===== src/sv/cksb_pkg.sv =====
// ----------------------------------------------------------------------------
// cksb_pkg: shared types and constants for the color-keyed sprite blitter
// Register indexes, field widths and the decoded configuration struct.
// ----------------------------------------------------------------------------
package cksb_pkg;

  localparam int MAX_DIM    = 2048;
  localparam int CNT_W      = $clog2(MAX_DIM);   // sprite column / row counter
  localparam int DIM_W      = CNT_W + 1;         // holds MAX_DIM itself
  localparam int POS_W      = 11;                // dest_x, dest_y
  localparam int SCR_W      = 12;                // screen and sprite size fields
  localparam int BPP_W      = 3;
  localparam int PIX_W      = 32;
  localparam int OFF_W      = 24;
  localparam int LSTEP_W    = SCR_W + 2;         // screen_width * up to 4
  localparam int X_W        = ((CNT_W > POS_W) ? CNT_W : POS_W) + 1;
  localparam int CFG_IDX_W  = 3;
  localparam int CFG_DATA_W = 32;
  localparam int SETTLE     = 2;                 // cycles of start-offset pipeline
  localparam int SETTLE_W   = $clog2(SETTLE + 1);

  typedef enum logic [CFG_IDX_W-1:0] {
    REG_DEST_X        = 3'd0,
    REG_DEST_Y        = 3'd1,
    REG_SPRITE_WIDTH  = 3'd2,
    REG_SPRITE_HEIGHT = 3'd3,
    REG_SCREEN_WIDTH  = 3'd4,
    REG_SCREEN_HEIGHT = 3'd5,
    REG_BYTES_PER_PIX = 3'd6,
    REG_KEY_COLOR     = 3'd7
  } cfg_reg_t;

  // Decoded configuration as seen by the pixel path
  typedef struct packed {
    logic               settled;     // start offset matches the registers
    logic [POS_W-1:0]   dest_x;
    logic [POS_W-1:0]   dest_y;
    logic [DIM_W-1:0]   wid;         // clamped to 1..MAX_DIM
    logic [DIM_W-1:0]   hgt;
    logic [SCR_W-1:0]   scr_w;
    logic [SCR_W-1:0]   scr_h;
    logic [BPP_W-1:0]   bpp;         // clamped to 1..4
    logic [PIX_W-1:0]   mask;
    logic [PIX_W-1:0]   key;
    logic [OFF_W-1:0]   start;       // byte offset of (dest_x, dest_y)
    logic [LSTEP_W-1:0] line_step;   // screen_width * bpp
  } cfg_t;

endpackage


===== src/sv/cksb_cfg.sv =====
// ----------------------------------------------------------------------------
// cksb_cfg: configuration registers and start-offset pipeline
// Holds the register file, clamps sizes and works out the start offset of the
// sprite in two registered steps after every write.
// ----------------------------------------------------------------------------
module cksb_cfg (
  input  logic                             clk,
  input  logic                             rst_n,
  input  logic                             cfg_we,
  input  logic [cksb_pkg::CFG_IDX_W-1:0]   cfg_index,
  input  logic [cksb_pkg::CFG_DATA_W-1:0]  cfg_data,
  output cksb_pkg::cfg_t                   cfg
);
  import cksb_pkg::*;

  logic [POS_W-1:0]    dest_x_r, dest_y_r;
  logic [SCR_W-1:0]    spr_w_r, spr_h_r, scr_w_r, scr_h_r;
  logic [BPP_W-1:0]    bpp_r;
  logic [PIX_W-1:0]    key_r;
  logic [OFF_W-1:0]    prod_r, prod_nxt;
  logic [OFF_W-1:0]    start_r, start_nxt;
  logic [LSTEP_W-1:0]  lstep_r, lstep_nxt;
  logic [SETTLE_W-1:0] settle_r, settle_nxt;
  logic [BPP_W-1:0]    bpp_eff;
  logic [PIX_W-1:0]    mask;
  logic [DIM_W-1:0]    wid, hgt;

  function automatic logic [DIM_W-1:0] clamp_dim(input logic [SCR_W-1:0] d);
    logic [DIM_W:0] dx;
    dx = (DIM_W + 1)'(d);
    if (d == '0)
      return DIM_W'(1);
    else if (dx > (DIM_W + 1)'(MAX_DIM))
      return DIM_W'(MAX_DIM);
    else
      return dx[DIM_W-1:0];
  endfunction

  always_ff @(posedge clk) begin
    if (!rst_n) begin
      dest_x_r <= '0;
      dest_y_r <= '0;
      spr_w_r  <= SCR_W'(1);
      spr_h_r  <= SCR_W'(1);
      scr_w_r  <= SCR_W'(1024);
      scr_h_r  <= SCR_W'(768);
      bpp_r    <= BPP_W'(4);
      key_r    <= '0;
      settle_r <= SETTLE_W'(SETTLE);
    end else begin
      settle_r <= settle_nxt;
      if (cfg_we) begin
        case (cfg_reg_t'(cfg_index))
          REG_DEST_X:        dest_x_r <= cfg_data[POS_W-1:0];
          REG_DEST_Y:        dest_y_r <= cfg_data[POS_W-1:0];
          REG_SPRITE_WIDTH:  spr_w_r  <= cfg_data[SCR_W-1:0];
          REG_SPRITE_HEIGHT: spr_h_r  <= cfg_data[SCR_W-1:0];
          REG_SCREEN_WIDTH:  scr_w_r  <= cfg_data[SCR_W-1:0];
          REG_SCREEN_HEIGHT: scr_h_r  <= cfg_data[SCR_W-1:0];
          REG_BYTES_PER_PIX: bpp_r    <= cfg_data[BPP_W-1:0];
          REG_KEY_COLOR:     key_r    <= cfg_data[PIX_W-1:0];
          default: ;
        endcase
      end
    end
  end

  // offset pipeline runs freely; settle count tells when it has caught up
  always_ff @(posedge clk) begin
    prod_r  <= prod_nxt;
    start_r <= start_nxt;
    lstep_r <= lstep_nxt;
  end

  always_comb begin
    if (cfg_we)
      settle_nxt = SETTLE_W'(SETTLE);
    else if (settle_r != '0)
      settle_nxt = settle_r - SETTLE_W'(1);
    else
      settle_nxt = settle_r;
  end

  always_comb begin
    if (bpp_r == '0)
      bpp_eff = BPP_W'(1);
    else if (bpp_r > BPP_W'(4))
      bpp_eff = BPP_W'(4);
    else
      bpp_eff = bpp_r;

    prod_nxt = OFF_W'(dest_y_r) * OFF_W'(scr_w_r) + OFF_W'(dest_x_r);

    case (bpp_eff)
      BPP_W'(1): begin
        mask      = 32'h0000_00ff;
        start_nxt = prod_r;
        lstep_nxt = LSTEP_W'(scr_w_r);
      end
      BPP_W'(2): begin
        mask      = 32'h0000_ffff;
        start_nxt = prod_r << 1;
        lstep_nxt = LSTEP_W'(scr_w_r) << 1;
      end
      BPP_W'(3): begin
        mask      = 32'h00ff_ffff;
        start_nxt = prod_r + (prod_r << 1);
        lstep_nxt = LSTEP_W'(scr_w_r) + (LSTEP_W'(scr_w_r) << 1);
      end
      default: begin
        mask      = 32'hffff_ffff;
        start_nxt = prod_r << 2;
        lstep_nxt = LSTEP_W'(scr_w_r) << 2;
      end
    endcase

    wid = clamp_dim(spr_w_r);
    hgt = clamp_dim(spr_h_r);
  end

  assign cfg.settled   = (settle_r == '0);
  assign cfg.dest_x    = dest_x_r;
  assign cfg.dest_y    = dest_y_r;
  assign cfg.wid       = wid;
  assign cfg.hgt       = hgt;
  assign cfg.scr_w     = scr_w_r;
  assign cfg.scr_h     = scr_h_r;
  assign cfg.bpp       = bpp_eff;
  assign cfg.mask      = mask;
  assign cfg.key       = key_r;
  assign cfg.start     = start_r;
  assign cfg.line_step = lstep_r;

endmodule


===== src/sv/color_key_sprite_blitter_core.sv =====
// ----------------------------------------------------------------------------
// color_key_sprite_blitter_core: color-keyed sprite pixel walker
// Walks sprite pixels in row-major order, masks and key-tests each one, keeps
// running frame-buffer byte offsets and clips pixels that fall off screen.
//
//   channel  direction  handshake          payload
//   cfg      in         cfg_we             cfg_index, cfg_data
//   in       in         in_valid/in_ready  in_pixel_value, in_first_pixel
//   out      out        out_valid/out_ready write_strobe, off_screen,
//                                           byte_offset, write_color, sprite_done
//
// One item per cycle while in_ready is high; each result is captured in the output
// register in the cycle after its item is accepted. After reset and after every
// register write in_ready stays low while the start offset (one multiply, then
// a shift-add by bytes per pixel) is recomputed. A stalled result holds the
// output register and in_ready drops in the same cycle.
// ----------------------------------------------------------------------------
module color_key_sprite_blitter_core (
  input  logic                             clk,
  input  logic                             rst_n,
  input  logic                             cfg_we,
  input  logic [cksb_pkg::CFG_IDX_W-1:0]   cfg_index,
  input  logic [cksb_pkg::CFG_DATA_W-1:0]  cfg_data,
  input  logic                             in_valid,
  output logic                             in_ready,
  input  logic [cksb_pkg::PIX_W-1:0]       in_pixel_value,
  input  logic                             in_first_pixel,
  output logic                             out_valid,
  input  logic                             out_ready,
  output logic                             out_write_strobe,
  output logic                             out_off_screen,
  output logic [cksb_pkg::OFF_W-1:0]       out_byte_offset,
  output logic [cksb_pkg::PIX_W-1:0]       out_write_color,
  output logic                             out_sprite_done
);
  import cksb_pkg::*;

  cfg_t cfg;

  cksb_cfg u_cfg (
    .clk       (clk),
    .rst_n     (rst_n),
    .cfg_we    (cfg_we),
    .cfg_index (cfg_index),
    .cfg_data  (cfg_data),
    .cfg       (cfg)
  );

  logic               accept;
  logic               restart_r, restart_nxt;
  logic [CNT_W-1:0]   col_r, col_nxt, row_r, row_nxt;
  logic [OFF_W-1:0]   pix_off_r, pix_off_nxt, line_off_r, line_off_nxt;
  logic               out_valid_r, out_valid_nxt;
  logic               strobe_r, off_r, done_r;
  logic [OFF_W-1:0]   offset_r;
  logic [PIX_W-1:0]   color_r;

  // values for the item at the input
  logic               restart;
  logic [CNT_W-1:0]   col, row;
  logic [OFF_W-1:0]   pix_off, line_off;
  logic [PIX_W-1:0]   color;
  logic [X_W-1:0]     x, y;
  logic               off, strobe, last_col, done;
  logic [DIM_W-1:0]   col_inc, row_inc;

  assign in_ready = cfg.settled && (!out_valid_r || out_ready);
  assign accept   = in_valid && in_ready;

  always_comb begin
    restart  = in_first_pixel || restart_r;
    col      = restart ? '0 : col_r;
    row      = restart ? '0 : row_r;
    pix_off  = restart ? cfg.start : pix_off_r;
    line_off = restart ? cfg.start : line_off_r;

    color  = in_pixel_value & cfg.mask;
    x      = X_W'(cfg.dest_x) + X_W'(col);
    y      = X_W'(cfg.dest_y) + X_W'(row);
    off    = (x >= X_W'(cfg.scr_w)) || (y >= X_W'(cfg.scr_h));
    strobe = !off && (color != cfg.key);

    col_inc  = DIM_W'(col) + DIM_W'(1);
    row_inc  = DIM_W'(row) + DIM_W'(1);
    last_col = (col_inc >= cfg.wid);
    done     = last_col && (row_inc >= cfg.hgt);

    restart_nxt  = restart_r;
    col_nxt      = col_r;
    row_nxt      = row_r;
    pix_off_nxt  = pix_off_r;
    line_off_nxt = line_off_r;
    if (cfg_we) begin
      restart_nxt = 1'b1;
    end else if (accept) begin
      // sprite end reloads through the restart flag on the next item
      restart_nxt = done;
      if (last_col) begin
        col_nxt      = '0;
        row_nxt      = row_inc[CNT_W-1:0];
        line_off_nxt = line_off + OFF_W'(cfg.line_step);
        pix_off_nxt  = line_off + OFF_W'(cfg.line_step);
      end else begin
        col_nxt     = col_inc[CNT_W-1:0];
        row_nxt     = row;
        line_off_nxt = line_off;
        pix_off_nxt = pix_off + OFF_W'(cfg.bpp);
      end
    end

    if (accept)
      out_valid_nxt = 1'b1;
    else if (out_ready)
      out_valid_nxt = 1'b0;
    else
      out_valid_nxt = out_valid_r;
  end

  always_ff @(posedge clk) begin
    if (!rst_n) begin
      restart_r   <= 1'b1;
      col_r       <= '0;
      row_r       <= '0;
      out_valid_r <= 1'b0;
    end else begin
      restart_r   <= restart_nxt;
      col_r       <= col_nxt;
      row_r       <= row_nxt;
      out_valid_r <= out_valid_nxt;
    end
  end

  always_ff @(posedge clk) begin
    pix_off_r  <= pix_off_nxt;
    line_off_r <= line_off_nxt;
    if (accept) begin
      strobe_r <= strobe;
      off_r    <= off;
      offset_r <= off ? '0 : pix_off;
      color_r  <= color;
      done_r   <= done;
    end
  end

  assign out_valid        = out_valid_r;
  assign out_write_strobe = strobe_r;
  assign out_off_screen   = off_r;
  assign out_byte_offset  = offset_r;
  assign out_write_color  = color_r;
  assign out_sprite_done  = done_r;

endmodule


===== config.mk =====
export PLATFORM = sky130hd
export DESIGN_NAME = color_key_sprite_blitter_core
export DESIGN_NICKNAME = d
export VERILOG_FILES = /design/src/sv/cksb_pkg.sv /design/src/sv/cksb_cfg.sv /design/src/sv/color_key_sprite_blitter_core.sv
export SDC_FILE = /design/constraint.sdc
export NUM_CORES = 1
export LEC_CHECK = 0
export BUFFER_PORTS_ARGS = -buffer_cell sky130_fd_sc_hd__buf_2
export CORE_ASPECT_RATIO = 1.2
export CORE_MARGIN = 4
export CORE_UTILIZATION = 50
export DETAILED_ROUTE_END_ITERATION = 12
export HOLD_SLACK_MARGIN = 0.12
export PLACE_DENSITY_LB_ADDON = 0.1
export SLEW_MARGIN = 20
export SYNTH_ARGS = -nofsm -noshare
export SYNTH_HDL_FRONTEND = slang
export SYNTH_HIERARCHICAL = 1
export SYNTH_SLANG_ARGS = --single-unit

===== constraint.sdc =====
create_clock -name clk -period 8.5 [get_ports clk]
set_input_delay 0.425 -clock clk [delete_from_list [all_inputs] [get_ports clk]]
set_output_delay 0.425 -clock clk [all_outputs]
set_load 0.005 [all_outputs]

# After elaboration in Yosys (flattened, before gate mapping)
# Cells that the tools add are included.
[op_classes] n_addsub=10 n_mul=1 div_mod_pow=0 n_lt_le_gt_ge=7 n_eq_ne=11 shifts=0 n_mux=19 bitwise=3 reduce_logical=26
[op_table] op="24-bit two-way mux" n=4
[op_table] op="32-bit one-hot mux with 3 select lines" n=1
[op_table] op="24-bit one-hot mux with 3 select lines" n=1
[op_table] op="12-bit >= comparator" n=4
[op_table] op="12-bit two-way mux" n=4
[op_table] op="11-bit two-way mux" n=4
[op_table] op="14-bit one-hot mux with 3 select lines" n=1
[op_table] op="32-bit AND" n=1
[op_table] op="32-bit inequality test" n=1
[op_table] op="11-bit by 1-bit adder with 12-bit output (second input constant)" n=2
[op_table] op="11-bit by 11-bit adder with 12-bit output" n=2
[op_table] op="23-bit by 11-bit adder with 24-bit output" n=1
[op_table] op="24-bit by 14-bit adder with 24-bit output" n=1
[op_table] op="24-bit adder" n=1
[op_table] op="24-bit by 3-bit adder with 24-bit output" n=1
[op_table] op="12-bit > comparator (second input constant)" n=2
[op_table] op="12-bit zero test" n=2
[op_table] op="11-bit by 12-bit multiplier with 23-bit output" n=1
[op_table] op="2-bit AND reduction" n=9
[op_table] op="12-bit by 13-bit adder with 14-bit output" n=1
[op_table] op="3-bit by 2-bit equality test with 1-bit output (second input constant)" n=4
[op_table] op="3-bit equality test (second input constant)" n=4
[op_table] op="3-bit by 1-bit equality test with 1-bit output (second input constant)" n=2
[op_table] op="3-bit zero test" n=2
[op_table] op="11 further kinds" n=21
[totals] ff_bits=300 latchBits=0 mem_bits_rw=0 mem_bits_ro=0 input_bits=73 output_inout_bits=61 word_cells=100 mem_count=0

# Logic depth before layout (Yosys ltp)
# Gate-level depths: netlist of the first run.
[logic_depth] ltp_word=8 ltp_mapped=24 ltp_nobuf=19

# Modules after synthesis
# Netlist of the first run, hierarchy kept.
[modules_own_cells] module="cksb_cfg" instances=1 cells_per_inst=1592 area_per_inst_um2=13093.8 seq_area_each_um2=3383.2
[modules_own_cells] module="color_key_sprite_blitter_core" instances=1 cells_per_inst=1160 area_per_inst_um2=10436.3 seq_area_each_um2=3693.5

# Worst setup path before layout of the first run
# No wires, ideal clock.
[synth_path] kind="register to register" startpoint="register u_cfg.scr_w_r[9]" endpoint="register u_cfg.prod_r[23]" setup_time_ns=0.131 t_arrival_ns=5.123 required_ns=8.369 path_slack_ns=3.246 path_stages_with_launch=19 path_buffers=1 synth_period_minus_slack_ns=5.254 cell_sequence="dfxtp_1 clkbuf_1 nand2_1 fa_1 inv_1 fa_1 inv_1 fa_1 fa_1 fa_1 inv_1 ha_1 a21oi_1 and2b_1 nor3_1 o31a_2 a311oi_4 or4b_1 nand3_1"
[synth_via] elab_chain_cells=2
[synth_lines] element="start, declared" line="cksb_cfg.sv:17" source="logic [SCR_W-1:0] spr_w_r, spr_h_r, scr_w_r, scr_h_r;"
[synth_lines] element="start signal, assigned" line="cksb_cfg.sv:58" source="REG_SCREEN_WIDTH: scr_w_r <= cfg_data[SCR_W-1:0];"
[synth_lines] element="11-bit by 12-bit multiplier with 23-bit output" line="cksb_cfg.sv:92" source="prod_nxt = OFF_W'(dest_y_r) * OFF_W'(scr_w_r) + OFF_W'(dest_x_r);"
[synth_lines] element="23-bit by 11-bit adder with 24-bit output" line="cksb_cfg.sv:92"
[synth_lines] element="net u_cfg.prod_nxt[23]" line="cksb_cfg.sv:20" source="logic [OFF_W-1:0] prod_r, prod_nxt;"
[synth_lines] element="end signal, assigned" line="cksb_cfg.sv:70" source="prod_r <= prod_nxt;"
[synth_lines] element="end, declared" line="cksb_cfg.sv:20"
# The timed path passes the listed nets, and every way through them passes these cells.
# A chain may end at the register's enable or synchronous reset.

# Final worst setup path of the first run
# Ends and elaborated chain as after synthesis.

==> results of run 1 <==
-- worst max-delay path by stage --
stage	startpoint	end	slack [ns]	cells past startpoint
after floorplan	u_cfg/scr_w_r[9]	u_cfg/prod_r[23]	3.25	18
after global placement	u_cfg/scr_w_r[9]	u_cfg/prod_r[23]	2.89	17
after detailed placement	u_cfg/scr_w_r[9]	u_cfg/prod_r[23]	2.78	17
after CTS	u_cfg/scr_w_r[9]	u_cfg/prod_r[23]	2.76	17
after global routing	u_cfg/scr_w_r[9]	u_cfg/prod_r[23]	2.40	17
final	u_cfg/scr_w_r[9]	u_cfg/prod_r[23]	2.75	17
-- power by group through the flow --
| stage | Sequential, mW | Combinational (mW) | Clock [mW] |
|---|---|---|---|
| 2_1_floorplan | 1.57 | 0.227 | 0 |
| 3_3_place_gp | 1.59 | 0.319 | 0 |
| 3_5_place_dp | 1.59 | 0.326 | 0 |
| 4_1_cts | 1.56 | 0.334 | 1.41 |
| 5_1_grt | 1.56 | 0.370 | 1.47 |
| 6_report | 1.56 | 0.334 | 1.38 |
-- state kept, by name, indices dropped and copies added (netlist names), 12 cells and up --
name,flops
out_write_color,32
pix_off_r,24
u_cfg/spr_h_r,12
u_cfg/prod_r,24
u_cfg/key_r,32
u_cfg/scr_h_r,12
u_cfg/lstep_r,14
u_cfg/scr_w_r,12
out_byte_offset,24
u_cfg/spr_w_r,12
line_off_r,24
u_cfg/start_r,24
-- cells in the mapped netlist (6+ instances only) --
cell                         n
sky130_fd_sc_hd__and2_1    124
sky130_fd_sc_hd__o21ai_0    92
sky130_fd_sc_hd__fa_1      105
sky130_fd_sc_hd__inv_1     246
sky130_fd_sc_hd__a31oi_1    23
sky130_fd_sc_hd__and4_1      9
sky130_fd_sc_hd__o22ai_1     7
sky130_fd_sc_hd__o21bai_1    7
sky130_fd_sc_hd__nor2b_1    31
sky130_fd_sc_hd__or2_2       8
sky130_fd_sc_hd__or4_1       6
sky130_fd_sc_hd__xor2_1     51
sky130_fd_sc_hd__clkbuf_1  117
sky130_fd_sc_hd__nand2_1   463
sky130_fd_sc_hd__nand4_1    29
sky130_fd_sc_hd__nor2_1    113
sky130_fd_sc_hd__or3_1       7
sky130_fd_sc_hd__buf_2       7
sky130_fd_sc_hd__o211ai_1   29
sky130_fd_sc_hd__xnor2_1    95
sky130_fd_sc_hd__nand2b_1   15
sky130_fd_sc_hd__a211o_1     7
sky130_fd_sc_hd__a21oi_1   128
sky130_fd_sc_hd__a22oi_1    31
sky130_fd_sc_hd__edfxtp_1  107
sky130_fd_sc_hd__o21a_1     20
sky130_fd_sc_hd__a221oi_1    7
sky130_fd_sc_hd__buf_1      10
sky130_fd_sc_hd__dfxtp_1   193
sky130_fd_sc_hd__nor4_1      9
sky130_fd_sc_hd__buf_4      32
sky130_fd_sc_hd__mux2i_1    24
sky130_fd_sc_hd__nor3b_1     9
sky130_fd_sc_hd__and3_1     13
sky130_fd_sc_hd__a21o_1     58
sky130_fd_sc_hd__a21boi_0  100
sky130_fd_sc_hd__o221ai_1   15
sky130_fd_sc_hd__a222oi_1    7
sky130_fd_sc_hd__ha_1      185
sky130_fd_sc_hd__nor3_1     31
sky130_fd_sc_hd__a211oi_1   22
sky130_fd_sc_hd__nand3_1    63
-- kinds of logic after synthesis --
logic type / after synthesis / synth area share, %
multiplexers: 25 / 1.07
flip-flops: 300 / 30.1
buffers and inverters: 417 / 7.27
adder cells (fa/ha/maj): 292 / 18.9
other: 1 / 0.0159
AND/OR/NAND/NOR: 959 / 19.5
AO/OA/AOI/OAI: 612 / 17.8
XOR/XNOR: 146 / 5.43
-- layout make-up --
cell class / count / area share [%]
clock buffers: 40 / 3.45
clock inverters: 17 / 0.552
inverters: 248 / 3.63
multi-input cells: 2042 / 57.8
flip-flops and latches: 300 / 27.6
well taps: 616 / 3.01
repair buffers: 173 / 3.96
-- per-layer routing --
metal  vias to the layer above  routed length, um  GRT usage, %
met1                      9398              27600          33.1
li1                       9501                  -             -
met2                       597              31200          43.7
met4                         0               2780          10.2
met3                       138               3830          3.17
met5                         -                  0             0
-- per-stage QoR --
stage | cells | instance area, um^2 | setup slack (ns) | total power [mW] | utilization (%)
floorplan | 2759 | 23600 | 3.25 | 1.80 | -
global placement | 3360 | 24400 | 2.89 | 1.91 | 52.7
detailed placement | 3360 | 24400 | 2.78 | 1.92 | 52.7
CTS | 3436 | 25600 | 2.76 | 3.30 | 55.4
global route | 3436 | 25600 | 2.40 | 3.40 | 55.4
finish | 3436 | 25600 | 2.75 | 3.27 | 55.4
-- worst max-delay path, stage by stage, from the launching register on --
cell                       delay (ns)
sky130_fd_sc_hd__dfxtp_1         0.78
sky130_fd_sc_hd__nand2_1         0.18
sky130_fd_sc_hd__fa_1            0.57
sky130_fd_sc_hd__inv_1           0.05
sky130_fd_sc_hd__fa_1            0.52
sky130_fd_sc_hd__inv_1           0.06
sky130_fd_sc_hd__fa_1            0.47
sky130_fd_sc_hd__fa_1            0.52
sky130_fd_sc_hd__fa_1            0.55
sky130_fd_sc_hd__inv_1           0.05
sky130_fd_sc_hd__ha_1            0.34
sky130_fd_sc_hd__a21oi_1         0.34
sky130_fd_sc_hd__and2b_1         0.20
sky130_fd_sc_hd__nor3_1          0.05
sky130_fd_sc_hd__o31a_2          0.32
sky130_fd_sc_hd__a311oi_4        0.37
sky130_fd_sc_hd__or4b_1          0.18
sky130_fd_sc_hd__nand3_1         0.07
==> parameters.txt, run 1 <==
Parameter                              Value

Outcome
  Result of the run ... finished, final reports clean

Placed design
  Global placement routability congestion ... 0.895
  Half-perimeter wire length after detailed placement ... 48.7 mm
  Count of input and output buffers ... roughly 130

CTS
  Root Buffer ... sky130_fd_sc_hd__clkbuf_16
  Cells resized by post-CTS repair ... 0
  Number of sinks handled by clock tree synthesis ... 300
  Bufs on Longest Clock Path ... 3
  Clock network latency to the later pin of the worst-skew pair ... 0.58 ns
  H-tree lvl count ... 1
  CTS tree ... built
  Clock slew at reported path FFs ... approximately 0.060 ns
  Number of buffers created by CTS ... 31
  Number of hold buffers added after cts ... 19
  Number of setup buffers added after CTS ... 0

Timing
  Final hold violation count ... 0
  Maximum operating frequency ... 174 MHz
  Slew of the pin with the lowest slew margin ... about 1.1 ns
  Post-layout minimum cycle time ... roughly 5.8 ns
  RSZ-0062 raised after global routing ... false
  Final setup skew ... 0.0116 ns
  Post-route worst hold slack ... 0.164 ns
  Number of slew-limit violations in the final report ... 0
  Final setup TNS ... 0 ns
  Final setup viols ... 0
  Ratio of final minimum period to clock period ... 67.7%
  Headroom to the max-slew limit ... 27.8%

Setup path
  Crit path required time ... ~8.9 ns
  Element type at the critical path end ... flop
  Startpoint types ... flop
  Crit path DAT ... 6.19 ns
  Worst R2R Start ... u_cfg/scr_w_r[9]
  Start-to-end type of the worst setup path ... flop to flop
  Max Fanout on Critical Path ... 18
  Register-to-register setup slack ... between 2 and 3 ns
  Depth of the most critical reg-to-reg path ... 17
  Worst r2r dst ... u_cfg/prod_r[23]

Die
  Number of top-level design ports ... 134
  Rows ... 86
  Die boundary height ... 246 um
  Die extent in x ... slightly above 200 um
  Die ar. ... about 51000 um^2
  Core box area ... 46300 um^2
  Effective utilization at floorplan ... between 50 and 60%

Logic synthesis
  Area contributors post-synth ... sky130_fd_sc_hd__dfxtp_1 16%, sky130_fd_sc_hd__edfxtp_1 14%, sky130_fd_sc_hd__ha_1 9.8%
  Gate count of the mapped netlist ... 2752
  FFs w/ async S/R, synth ... 0%
  Yosys top cell by area ... sky130_fd_sc_hd__dfxtp_1
  Number of enable-type register cells in the synthesized netlist ... 107
  Most instantiated flip-flop cell in the synthesis netlist ... sky130_fd_sc_hd__dfxtp_1
  Netlist area before placement ... 23500 um^2
  Sequential cell area fraction in the yosys report ... a little under a third
  Total of warnings raised by yosys ... 6
  Mean post-synth cell area ... 8.55 um^2
  Post-synth top area share ... 16.4%
  Distinct cell type count of the synthesized netlist ... 95
  Seq cells post-synth ... 300

Hold path
  Worst Hold Depth ... 3
  Hold/Removal Path Class ... input pin to flop
  Min-Delay Endpoint ... u_cfg/key_r[18]
  Hold wc startpoint ... cfg_data[18]

Drt
  1st-pass router iterations ... 5
  Average detailed-routed wire length per instance ... 19.0 um
  Total wirelength of the detailed-routed design ... 65.5 mm
  DRT antenna net count ... 0
  Via count normalized by instance count ... around 5.7
  Number of DRC markers after the initial detailed-route iteration ... approximately 1.3k
  Vias post-DR ... 19.6k
  Total DRC errors in the routed layout ... 0

Power and ir drop
  Leakage dissipation ... 10.9 nW
  Worst-case vdd ir drop ... 0.000139 V
  Part of the power in registers ... 47.7%
  Fraction of power consumed by combinational cells ... about a tenth
  Switching Power ... 830 uW
  Sw frac ... around a quarter
  Cell Int Power ... 2.44 mW
  Proportion of power drawn by the clock network ... 42.1%
  Pwr dens ... 128 nW/um^2

Final layout
  Total inserted antenna cells ... 0
  Share of post-route cells with drive strength above 1 ... 8.62%
  # nets final ... 3159
  Area added between synthesis and finish ... 8.85%
  Seq. cell area ... 7080 um^2
  Most common library cell in the layout ignoring fill and taps ... sky130_fd_sc_hd__nand2_1
  Leading cell types in the layout, fill and taps excluded ... 463 x sky130_fd_sc_hd__nand2_1, 245 x sky130_fd_sc_hd__inv_1, 192 x sky130_fd_sc_hd__dfxtp_1
  Multi-input combinational cell area ... 14800 um^2
  Fill cell instance count of the final layout ... 4255

Global route
  Wire length of the first global-routing pass ... 104 mm
  Total routing usage reported by global routing ... about a quarter
  Antenna violations before repair ... 0
  Vias in the first global route ... 19.5k
  Total grt overflow ... 0
  Largest net degree at the start of global routing ... roughly 110

Run
  Max-cap violation count ... 0
Note: power is estimated with default switching activity, not from simulation.
==> inputs of run 2 (changes only) <==
==> constraint.sdc (replaced) <==
create_clock -name clk -period 5.9 [get_ports clk]
set_input_delay 0.295 -clock clk [delete_from_list [all_inputs] [get_ports clk]]
set_output_delay 0.295 -clock clk [all_outputs]
set_load 0.005 [all_outputs]
==> run 2 against run 1 <==
Critical path type unchanged. Maximum frequency rose by 5.0%. Via count rose by 1.4%. Final cell count rose by 1.5%. Worst setup slack got worse by 2.3 ns. Non-clock buffer count rose by 46. Largest cell class unchanged.
==> parameters.txt, run 2 (synthesis results as in run 1) <==
Parameter                              Value

Drt
  Total wirelength of the detailed-routed design ... 65.9 mm (+0.66%)
  1st-pass router iterations ... 7 (+2)
  DRT antenna net count ... 0 (unchanged)
  Total DRC errors in the routed layout ... 0 (unchanged)
  Vias post-DR ... 19.9k (+1.4%)
  Via count normalized by instance count ... 5.71 (about the same)
  Average detailed-routed wire length per instance ... 18.9 um (-0.84%)
  Number of DRC markers after the initial detailed-route iteration ... 1314 (+1.8%)

Die
  Die boundary height ... 246 um (unchanged)
  Die ar. ... 50600 um^2 (unchanged)
  Number of top-level design ports ... 134 (unchanged)
  Core box area ... 46300 um^2 (unchanged)
  Effective utilization at floorplan ... 50.9% (unchanged)
  Rows ... 86 (unchanged)
  Die extent in x ... 206 um (unchanged)

Power and ir drop
  Worst-case vdd ir drop ... 0.000165 V (+19%)
  Total power draw ... 4.93 mW (+51%)
  Pwr dens ... 188 nW/um^2 (+48%)
  Leakage dissipation ... 11.2 nW (+2.6%)

CTS
  Clock slew at reported path FFs ... 0.06 ns (about the same)
  CTS tree ... built
  Bufs on Longest Clock Path ... 3 (unchanged)
  Cells resized by post-CTS repair ... 0 (unchanged)
  Number of buffers created by CTS ... 34 (+9.7%)
  Number of sinks handled by clock tree synthesis ... 300 (unchanged)
  Root Buffer ... sky130_fd_sc_hd__clkbuf_16
  Clock network latency to the later pin of the worst-skew pair ... 0.54 ns (-0.04 ns)
  Number of setup buffers added after CTS ... 0 (unchanged)
  Number of hold buffers added after cts ... 46 (+27)
  H-tree lvl count ... 2 (+1)

Global route
  Vias in the first global route ... 20.1k (+3.0%)
  Largest net degree at the start of global routing ... 78 (-32%)
  Wire length of the first global-routing pass ... 106 mm (+1.1%)
  Total grt overflow ... 0 (unchanged)
  Antenna violations before repair ... 1 (+1)
  Total routing usage reported by global routing ... 25.9% (+0.21 points)

Timing
  Post-route worst hold slack ... 0.135 ns (-0.0296 ns)
  Number of slew-limit violations in the final report ... 0 (unchanged)
  Setup slack of the critical path after layout ... 0.423 ns (-2.33 ns)
  Final hold violation count ... 0 (unchanged)
  Final setup TNS ... 0 ns (unchanged)
  Headroom to the max-slew limit ... 32.5% (+4.7 points)
  Post-layout minimum cycle time ... 5.48 ns (-0.274 ns)
  Final setup viols ... 0 (unchanged)
  RSZ-0062 raised after global routing ... false
  Final setup skew ... 0.0297 ns (+0.0181 ns)
  Slew of the pin with the lowest slew margin ... 1.01 ns (-0.0696 ns)
  Ratio of final minimum period to clock period ... 92.8% (+25 points)
  Maximum operating frequency ... 183 MHz (+5.0%)

Final layout
  Area added between synthesis and finish ... 11.2%
  # nets final ... 3208 (+1.6%)
  Leading cell types in the layout, fill and taps excluded ... 463 x sky130_fd_sc_hd__nand2_1, 245 x sky130_fd_sc_hd__inv_1, 192 x sky130_fd_sc_hd__dfxtp_1
  Share of post-route cells with drive strength above 1 ... 9.37% (+0.75 points)
  Most common library cell in the layout ignoring fill and taps ... sky130_fd_sc_hd__nand2_1
  Layout Utilization ... 56.6% (+1.2 points)

Setup path
  Crit-path leading delay family ... adder cells
  First element of the critical path ... u_cfg/dest_y_r[6]
  Start-to-end type of the worst setup path ... flop to flop
  Worst R2R Start ... u_cfg/dest_y_r[6]
  Startpoint types ... flop
  List of cells traversed by the critical path ... and2_1 -> fa_1 -> inv_1 -> fa_1 -> fa_1 -> fa_1 -> fa_1 -> inv_1 -> ha_1 -> a21oi_1 -> and2b_1 -> nor3_1 -> o31a_2 -> a311oi_4 -> or4b_1 -> nand3_1
  Capture point of the worst path ... u_cfg/prod_r[23]
  Slowest stage cell, crit path ... sky130_fd_sc_hd__dfxtp_1
  Crit path DAT ... 5.87 ns (-0.32 ns)
  Max Fanout on Critical Path ... 14 (-4)
  Worst r2r dst ... u_cfg/prod_r[23]
  Bufs and invs on worst path ... 2 (-1)
  Instance count on the critical path ... 16 (-1)
  Critical path's most frequent cell ... sky130_fd_sc_hd__fa_1
  Element type at the critical path end ... flop
  Crit path required time ... 6.29 ns (-2.65 ns)
  Register-to-register setup slack ... 0.42 ns (-2.33 ns)
  Depth of the most critical reg-to-reg path ... 16 (-1)
  Largest stage delay on the critical path ... 0.68 ns (-0.10 ns)

Placed design
  Count of input and output buffers ... 133 (unchanged)
  Half-perimeter wire length after detailed placement ... 49.1 mm (+0.81%)
  Global placement routability congestion ... 0.907 (+1.3%)
  Minimum setup slack after placement ... 0.438 ns (-2.35 ns)

Outcome
  Result of the run ... finished, final reports clean

Run
  Max-cap violation count ... 0 (unchanged)

Hold path
  Hold/Removal Path Class ... input pin to flop
## run 2: changes by cell type in the layout (fill, tap and decap cells not counted), moves of 2 or more
cell / delta
sky130_fd_sc_hd__buf_4: +18
sky130_fd_sc_hd__clkinv_8: +2
sky130_fd_sc_hd__clkinv_2: -2
sky130_fd_sc_hd__clkbuf_8: +7
sky130_fd_sc_hd__clkinv_1: -5
sky130_fd_sc_hd__clkinvlp_4: -2
sky130_fd_sc_hd__clkbuf_1: +3
sky130_fd_sc_hd__dlygate4sd3_1: +27
## run 2: final cells by class
| class | instances | area (um^2) |
|---|---|---|
| fillers | 4239 | 20100 |
| diodes | 1 | 2.50 |
| clock buffers | 51 | 1020 |
| flip-flops and latches | 300 | 7080 |
| multi-input cells | 2042 | 14800 |
| well taps | 616 | 771 |
| clock inverters | 11 | 139 |
| inverters | 248 | 931 |
| repair buffers | 219 | 1440 |
## run 2: power by group
group / internal, mW / leakage [nW] / total [mW] / switching [mW]
combinational: 0.198 / 8.07 / 0.511 / 0.313
clock: 1.29 / 0.569 / 2.18 / 0.893
sequential: 2.20 / 2.55 / 2.24 / 0.0414
## run 2: how the worst min path moves through the flow
| stage | start | end | slack (ns) | cells after the start |
|---|---|---|---|---|
| after floorplan | cfg_we | restart_r | 0.39 | 1 |
| after global placement | u_cfg/scr_h_r[7] | u_cfg/scr_h_r[7] | 0.45 | 2 |
| after detailed placement | u_cfg/scr_h_r[9] | u_cfg/scr_h_r[9] | 0.46 | 2 |
| after CTS | in_pixel_value[7] | out_write_color[7] | 0.12 | 2 |
| after global routing | in_pixel_value[17] | out_write_color[17] | 0.13 | 2 |
| final | in_pixel_value[7] | out_write_color[7] | 0.13 | 2 |
## run 2: per-stage QoR
| step | cell area [um^2] | cells |
|---|---|---|
| 2_1_floorplan | 23600 | 2759 |
| 3_3_place_gp | 24600 | 3379 |
| 3_5_place_dp | 24600 | 3379 |
| 4_1_cts | 26200 | 3487 |
| 5_1_grt | 26200 | 3488 |
| 6_report | 26200 | 3488 |
## run 2: metal layers
| layer | vias up | routed length (um) | global-route usage, % |
|---|---|---|---|
| met1 | 9577 | 28400 | 33.2 |
| met4 | 0 | 2820 | 10.9 |
| met3 | 158 | 3570 | 3.56 |
| li1 | 9592 | - | - |
| met2 | 588 | 31100 | 43.7 |
| met5 | - | 0 | 0 |
